$ cat src/hw/rtl/owner_name_hash_table_assert.svh
// Assertion macros used by the owner/name hash table RTL.
`ifndef OWNER_NAME_HASH_TABLE_ASSERT_SVH
`define OWNER_NAME_HASH_TABLE_ASSERT_SVH
`ifndef NO_ASSERTIONS
`define ONHT_ASSERT_IMP(lbl, clk, rst_n, ante, cons) \
    lbl: assert property (@(posedge clk) disable iff (!(rst_n)) (ante) |-> (cons)) \
        else $error("same-cycle check failed");
`define ONHT_ASSERT_NXT(lbl, clk, rst_n, ante, cons) \
    lbl: assert property (@(posedge clk) disable iff (!(rst_n)) (ante) |=> (cons)) \
        else $error("next-cycle check failed");
`else
`define ONHT_ASSERT_IMP(lbl, clk, rst_n, ante, cons)
`define ONHT_ASSERT_NXT(lbl, clk, rst_n, ante, cons)
`endif
`endif

$ cat src/hw/rtl/onht_ram.sv
// Generic simple dual-port RAM with registered read.
module onht_ram #(
    parameter int WIDTH = 8,
    parameter int DEPTH = 16,
    localparam int ADDR_W = $clog2(DEPTH)
) (
    input  logic              i_clk,
    input  logic              i_we,
    input  logic [ADDR_W-1:0] i_waddr,
    input  logic [WIDTH-1:0]  i_wdata,
    input  logic [ADDR_W-1:0] i_raddr,
    output logic [WIDTH-1:0]  o_rdata
);

    logic [WIDTH-1:0] r_mem [DEPTH];
    logic [WIDTH-1:0] r_rdata;

    always_ff @(posedge i_clk) begin
        if (i_we) begin
            r_mem[i_waddr] <= i_wdata;
        end
        r_rdata <= r_mem[i_raddr];
    end

    assign o_rdata = r_rdata;

endmodule

$ cat config.mk
export PLATFORM = sky130hd
export DESIGN_NAME = onht_ram
export DESIGN_NICKNAME = d
export VERILOG_FILES = /design/src/hw/rtl/owner_name_hash_table_assert.svh /design/src/hw/rtl/onht_ram.sv
export SDC_FILE = /design/constraint.sdc
export NUM_CORES = 1
export LEC_CHECK = 0
export BUFFER_PORTS_ARGS = -buffer_cell sky130_fd_sc_hd__buf_2
export CORE_MARGIN = 1.5
export CORE_UTILIZATION = 45
export DETAILED_ROUTE_END_ITERATION = 6
export HOLD_SLACK_MARGIN = 0.03
export PLACE_DENSITY = 0.7
export SYNTH_ARGS = -nofsm -noshare
export SYNTH_HDL_FRONTEND = slang
export SYNTH_SLANG_ARGS = --single-unit
$ cat constraint.sdc
create_clock -name i_clk -period 2.7 [get_ports i_clk]
set_clock_uncertainty 0.1 [all_clocks]
set_input_delay 0.54 -clock i_clk [delete_from_list [all_inputs] [get_ports i_clk]]
set_output_delay 0.54 -clock i_clk [all_outputs]
set_load 0.02 [all_outputs]
==> results.txt <==
Status: complete, no violations
Slew @ Worst Pin: 764 ps
Reg-to-reg slack, setup: 1250 ps
RSZ-0062 raised after global routing: no
Cell Area, Synth: 0.00515 mm^2
Nets: 299
Worst Path Class, Setup: in2reg
Routed Antenna Nets: 0
Crit path from: i_raddr[0]
Sequential area share after synthesis: 0.778
Wirelength per Cell: 22.6 um
Tmin final: 1670 ps
Total GRT Usage: 0.183
Post-Syn Instances: 229
Layout cell share with drive strength beyond 1: 0.294
Crit path to: o_rdata[3]
Max Cap Viol: 0
Initial antenna violation count: 0
H-tree levels: 4
Placed cells: 402
Sink Count: 136
IO Pins: 26
Synth cell types: 19
Synth Flop Type: edfxtp_1
Fmax: 599 MHz
First-pass GRT wire length: 14700 um
Syn nets: 247
PwrDens: 760 mW/mm^2
CTS max path bufs: 2
Slew HR: 0.489
DRC viols: 0
Critical Path RT: 2890 ps
Die area: 0.0121 mm^2
CTS buffer count: 17
Post-route clock period utilization: 0.618
Core area: 0.0110 mm^2
DIE HEIGHT: 110 um
Hold Vio Cnt, Final: 0
Worst-case hold slack: 425 ps
Ant. Diodes: 0
P_leak: 0.00205 uW
Worst-path clk slew: 50 ps
First-pass DRT Iterations: 5
Grt ovf: 0
Asr flop ratio synth: 0
DP Worst Slack: 597 ps
CTS tree: yes
Most frequent cells in the layout: edfxtp_1, buf_2, mux4_2
Post-CTS setup buffers: 0
Final setup margin: 1030 ps
Largest net degree at the start of global routing: 33
Worst R2R Path Depth: 3
Via density: 5.69
Vias post-DR: 2463
Starting density of the core: 0.469
Hold WC Path Type: in2reg
CTS Hold Buffers Added: 0
CP Capture Type: flop
Fillers: 824
Routed wire length: 9800 um
RR Startpoint: r_mem[5][3]
Most common cell after layout, fill and taps aside: edfxtp_1
Syn avg cell area: 22.5 um^2
Fin. max-slew vios: 0
Non-filler instance count after layout: 433
VDD IR max: 0.462 mV
Port bufs: 25
Flop and latch count out of synthesis: 136
Reg2reg end: o_rdata[3]
Skew-Pair Late Insertion Delay: 400 ps
Critical path peak fanout: 32
Vias in the first global route: 2493
Std-Cell Rows: 38
Starting DRT DRC Count: 207
Setup TNS: 0 ps
Post-CTS resize count: 0
Root Driver: clkbuf_16
EDFF count, synth: 128
Final setup fails: 0
RD Place Congestion: 0.692
Crit path DAT: 1860 ps
Area grow syn2layout: 17.2%
Die width: 110 um
Syn. warnings: 0
Nature of the critical path startpoint: primary input
Post-DP HPWL: 5990 um
==> worst max-delay path, cell delays in order <==
cell and delay, ps:
buf_2 100, buf_12 250, mux4_1 670, a22oi_1 220, nand2_1 70
==> power breakdown <==
part | internal (uW) | switching, uW
clock network | 1230 | 741
registers | 2360 | 13.2
logic | 94.1 | 139
total | 3690 | 893
==> worst min path at each step <==
stage	end	from	slack [ps]	cells past startpoint
5_1_grt	r_mem[13][2]	i_wdata[2]	420	1
3_3_place_gp	o_rdata[2]	r_mem[8][2]	550	3
6_report	r_mem[13][2]	i_wdata[2]	430	1
3_5_place_dp	o_rdata[2]	r_mem[15][2]	570	3
4_1_cts	r_mem[7][2]	i_wdata[2]	410	1
2_1_floorplan	o_rdata[0]	r_mem[7][0]	530	3
==> per-layer routing <==
metal  vias to the layer above  share of wire  global-route usage
li1                       1076              -                   -
met1                      1298           0.42               0.234
met2                        80           0.51               0.295
met3                         9          0.060              0.0516
met4                         0          0.013              0.0779
met5                         -              0                   0
==> area by class of cell <==
class | instances | area (um^2) | share of cell area
multi-input combinational | 83 | 1060 | 0.175
sequential | 136 | 4000 | 0.663
clock inverter | 4 | 20.0 | 0.00332
timing repair buffer | 43 | 285 | 0.0473
clock buffer | 27 | 493 | 0.0817
tap | 140 | 175 | 0.0290
==> cells by family (layout without fill, tap and decap cells) <==
kind of cell,Yosys count,in the layout,synth area share
muxes,32,32,0.150
buffers and inverters,10,74,0.0168
AOI/OAI and AO/OA,16,16,0.0233
DFF,136,136,0.778
and+or+nand+nor,35,35,0.0318
==> sequential cells by signal, indices dropped and copies added (netlist names) <==
signal,count
r_mem,128
o_rdata,8
==> Yosys cell counts (3+ instances only) <==
cell,instances,area share
mux4_2,18,0.079
clkdlybuf4s25_2,3,0.0058
nor2_1,13,0.0095
a22oi_1,16,0.023
dfxtp_1,8,0.031
buf_2,3,0.0029
buf_6,3,0.0066
mux4_1,14,0.071
edfxtp_1,128,0.75
nor3_1,4,0.0039
nand2_1,9,0.0066
==> per-stage QoR <==
| stage | area [um^2] | total power [uW] | utilization |
|---|---|---|---|
| CTS | 6030 | 4620 | 0.549 |
| global route | 6030 | 4720 | 0.549 |
| finish | 6030 | 4580 | 0.549 |
| global placement | 5520 | 2650 | 0.503 |
| floorplan | 5150 | 2550 | - |
| detailed placement | 5520 | 2650 | 0.503 |
Power figures use the tool's default switching activity.
